File: src/hw/rtl/ssrb_ram.sv
module ssrb_ram #(
    parameter int DEPTH = 2,
    parameter int WIDTH = 8,
    localparam int AW = $clog2(DEPTH)
) (
    input  logic             i_clk,
    input  logic             i_we,
    input  logic [AW-1:0]    i_waddr,
    input  logic [WIDTH-1:0] i_wdata,
    input  logic [AW-1:0]    i_raddr,
    output logic [WIDTH-1:0] o_rdata
);

    logic [WIDTH-1:0] r_mem [DEPTH];
    logic [WIDTH-1:0] r_rdata;

    always_ff @(posedge i_clk) begin
        if (i_we) begin
            r_mem[i_waddr] <= i_wdata;
        end
    end

    // registered read
    always_ff @(posedge i_clk) begin
        r_rdata <= r_mem[i_raddr];
    end

    assign o_rdata = r_rdata;

endmodule

File: config.mk
export PLATFORM = sky130hd
export DESIGN_NAME = ssrb_ram
export DESIGN_NICKNAME = d
export VERILOG_FILES = /design/src/hw/rtl/ssrb_ram.sv
export SDC_FILE = /design/constraint.sdc
export NUM_CORES = 1
export LEC_CHECK = 0
export ABC_AREA = 0
export BUFFER_PORTS_ARGS = -buffer_cell sky130_fd_sc_hd__buf_2
export CAP_MARGIN = 20
export CORE_UTILIZATION = 40
export CTS_BUF_LIST = sky130_fd_sc_hd__clkbuf_2
export CTS_CLUSTER_DIAMETER = 100
export DETAILED_ROUTE_END_ITERATION = 7
export PLACE_DENSITY = 0.65
export SYNTH_ARGS = -nofsm -noshare
export SYNTH_HDL_FRONTEND = slang
export SYNTH_SLANG_ARGS = --single-unit
File: constraint.sdc
create_clock -name i_clk -period 2.2 [get_ports i_clk]
set_input_delay 0 -clock i_clk [delete_from_list [all_inputs] [get_ports i_clk]]
set_output_delay 0 -clock i_clk [all_outputs]
set_load 0.05 [all_outputs]
==> impl_results.md <==
* Synth warn at 0
* Die Width at 46.29 microns
* Clock Skew at 0.002249 ns
* H-Tree Depth at 1
* Slowest-stage cell, CP: dfxtp_1
* Yosys reg bits at 24
* Startpoint types: register
* Fin nets at 78
* Layout overhead on the synthesized area at 27.27%
* # setup viols final at 0
* Pwr dens at 800.3 mW/mm^2
* Worst vdd ir at 386.3 uV
* Diode count at 0
* Worst endpoint required time at around 2.2 ns
* Initial antenna violation count at 0
* RSZ-0062 raised after global routing: false
* Setup ws final at 1.285 ns
* Routed length per placed instance at ~12 microns
* Slew HR at between 50% and 60%
* Core box area at between 0.0015 and 0.002 sq mm
* IO Count at 20
* Worst min path class: in2reg
* Leak at 0.4104 nW
* Synth Cell Area at 784.5 sq um
* Die Ht at 46.29 microns
* Max-cap viol count at 0
* CP endpoint kind: output pin
* Post-synth top area share at 61.24%
* Final Instance Area at approximately 1000 sq um
* Layout cells sized above 1 at 46.15%
* Grt total ovfl at 0
* Post-synthesis area per instance at 22.41 sq um
* Cts bufs inserted at 3
* Post-CTS Hold Buffers at 8
* Input/output buffers at 19
* Initial core utilization at 44.00%
* Area contributors post-synth: edfxtp_1 61%, dfxtp_1 20%, mux2_4 15%
* Placer Congestion at about 0.64
* Critical Path AT at between 0.9 and 1 ns
* Pre-CTS setup slack at ~1.2 ns
* Final Hold Viols at 0
* Crit path cell chain: buf_2
* Sum Neg Setup Slack at 0 ns
* Tmin final at just over 0.9 ns
* Register area share after synthesis at between 80% and 90%
* Post-synth EDFFs at 16
* Biggest area consumer among synthesized cells: edfxtp_1
* CTS tree: done
* DRT iter0 DRCs at 8
* Asr flop ratio synth at 0%
* Cell Area, Placed at 899.6 sq um
* Fmax at around 1.1 GHz
* Fillers at 154
* Final period utilization at 41.60%
* Cells after Synth at 35
* Drt total wl at 1047 microns
* Top Family by Delay on Critical Path: flip-flops
* CTS Root Cell: clkbuf_2
* Vias per std cell at 4.289
* Final ANT Viol Nets at 0
* Skew-Pair Late Insertion Delay at roughly 0.31 ns
* # clock sinks at 24
* Gr usage total at 11.44%
* Max stage delay on crit path at 0.35 ns
* Max-slew violations at 0
* CTS-repair resized insts at 0
* CP max FO at 1
* DRC violations left at 0
* Critical path class: reg2out
* Global-route wire length before repair at 1600 microns
* Vias in the first global route at 376
* Synth Flop Type: edfxtp_1
* CTS Buffer Depth at 2
* Status: finished, final reports clean
* Synth cell types at 6
* Post-CTS setup buffers at 0
* Buf+Inv Stages, Crit Path at 1
* Die area at 0.002142 sq mm
* First-pass DRT Iterations at 4
* Total number of vias at slightly below 400
* Mapped Nets at 47
* Synth top cells by count: 16 x edfxtp_1, 8 x dfxtp_1, 8 x mux2_4
* Site Rows at 15
* Tightest Pin Transition at 0.7020 ns
* Count leader, synth: edfxtp_1
* Clock Pin Slew Worst Setup and Hold Paths at 0.20 ns
* Largest net degree at the start of global routing at 14
[logic make-up after synthesis]
logic type | count (synthesis) | share of synthesized area [%]
DFF | 24 | 81.66
muxes | 8 | 15.31
and+or+nand+nor | 2 | 1.596
buffers and inverters | 1 | 1.435
[registers in the layout (all words and copies together), names as in the netlist]
signal,cells
o_rdata,8
r_mem,16
[metal layers]
metal | vias up | global-route usage [%] | share of wire, %
met5 | - | 0 | 0
met4 | 0 | 5.294 | 0
met3 | 0 | 3.922 | 4.6
met2 | 14 | 19.72 | 49
met1 | 182 | 12.53 | 46
li1 | 190 | - | -
[path summary, 6_finish.rpt]
path,start,end,slack (ns),cells past startpoint
worst max register to register,r_mem[0][3],o_rdata[3],1.41,1
worst min register to register,r_mem[0][4],o_rdata[4],0.50,1
worst min-delay path,i_waddr,r_mem[0][2],0.10,2
worst max-delay path,o_rdata[7],o_rdata[7],1.28,1
[report_power, final]
part	total (W)	internal, W	leakage [nW]	switching, W
clock network	0.000158	0.0000395	0.0140	0.000118
logic	0.000117	0.0000455	0.179	0.0000713
registers	0.000525	0.000516	0.218	0.00000804
[cell usage in the layout (no fill, tap or decap)]
| cell type | n |
|---|---|
| clkinv_1 | 1 |
| clkbuf_2 | 3 |
| mux2_4 | 8 |
| dfxtp_1 | 8 |
| dlygate4sd3_1 | 8 |
| buf_2 | 19 |
| edfxtp_1 | 16 |
| nor2b_1 | 1 |
| and2_1 | 1 |
[final cells by class]
cell class	instances	area [sq um]	share of cell area [%]
repair buffers	27	175.2	17.54
multi-input cells	10	132.6	13.28
clock inverters	1	3.754	0.3759
well taps	25	31.28	3.133
flip-flops and latches	24	640.6	64.16
clock buffers	3	15.01	1.504
[per-stage QoR]
step | instances | hold WS [ns] | utilization [%] | power, W
2_1_floorplan | 35 | 0.09887 | - | 0.0006132
3_3_place_gp | 78 | 0.1890 | 50.46 | 0.0006387
3_5_place_dp | 78 | 0.1910 | 50.46 | 0.0006413
4_1_cts | 90 | 0.08541 | 56.00 | 0.0008072
5_1_grt | 90 | 0.06038 | 56.00 | 0.0008399
6_report | 90 | 0.1047 | 56.00 | 0.0007991
Power figures use the tool's default switching activity.
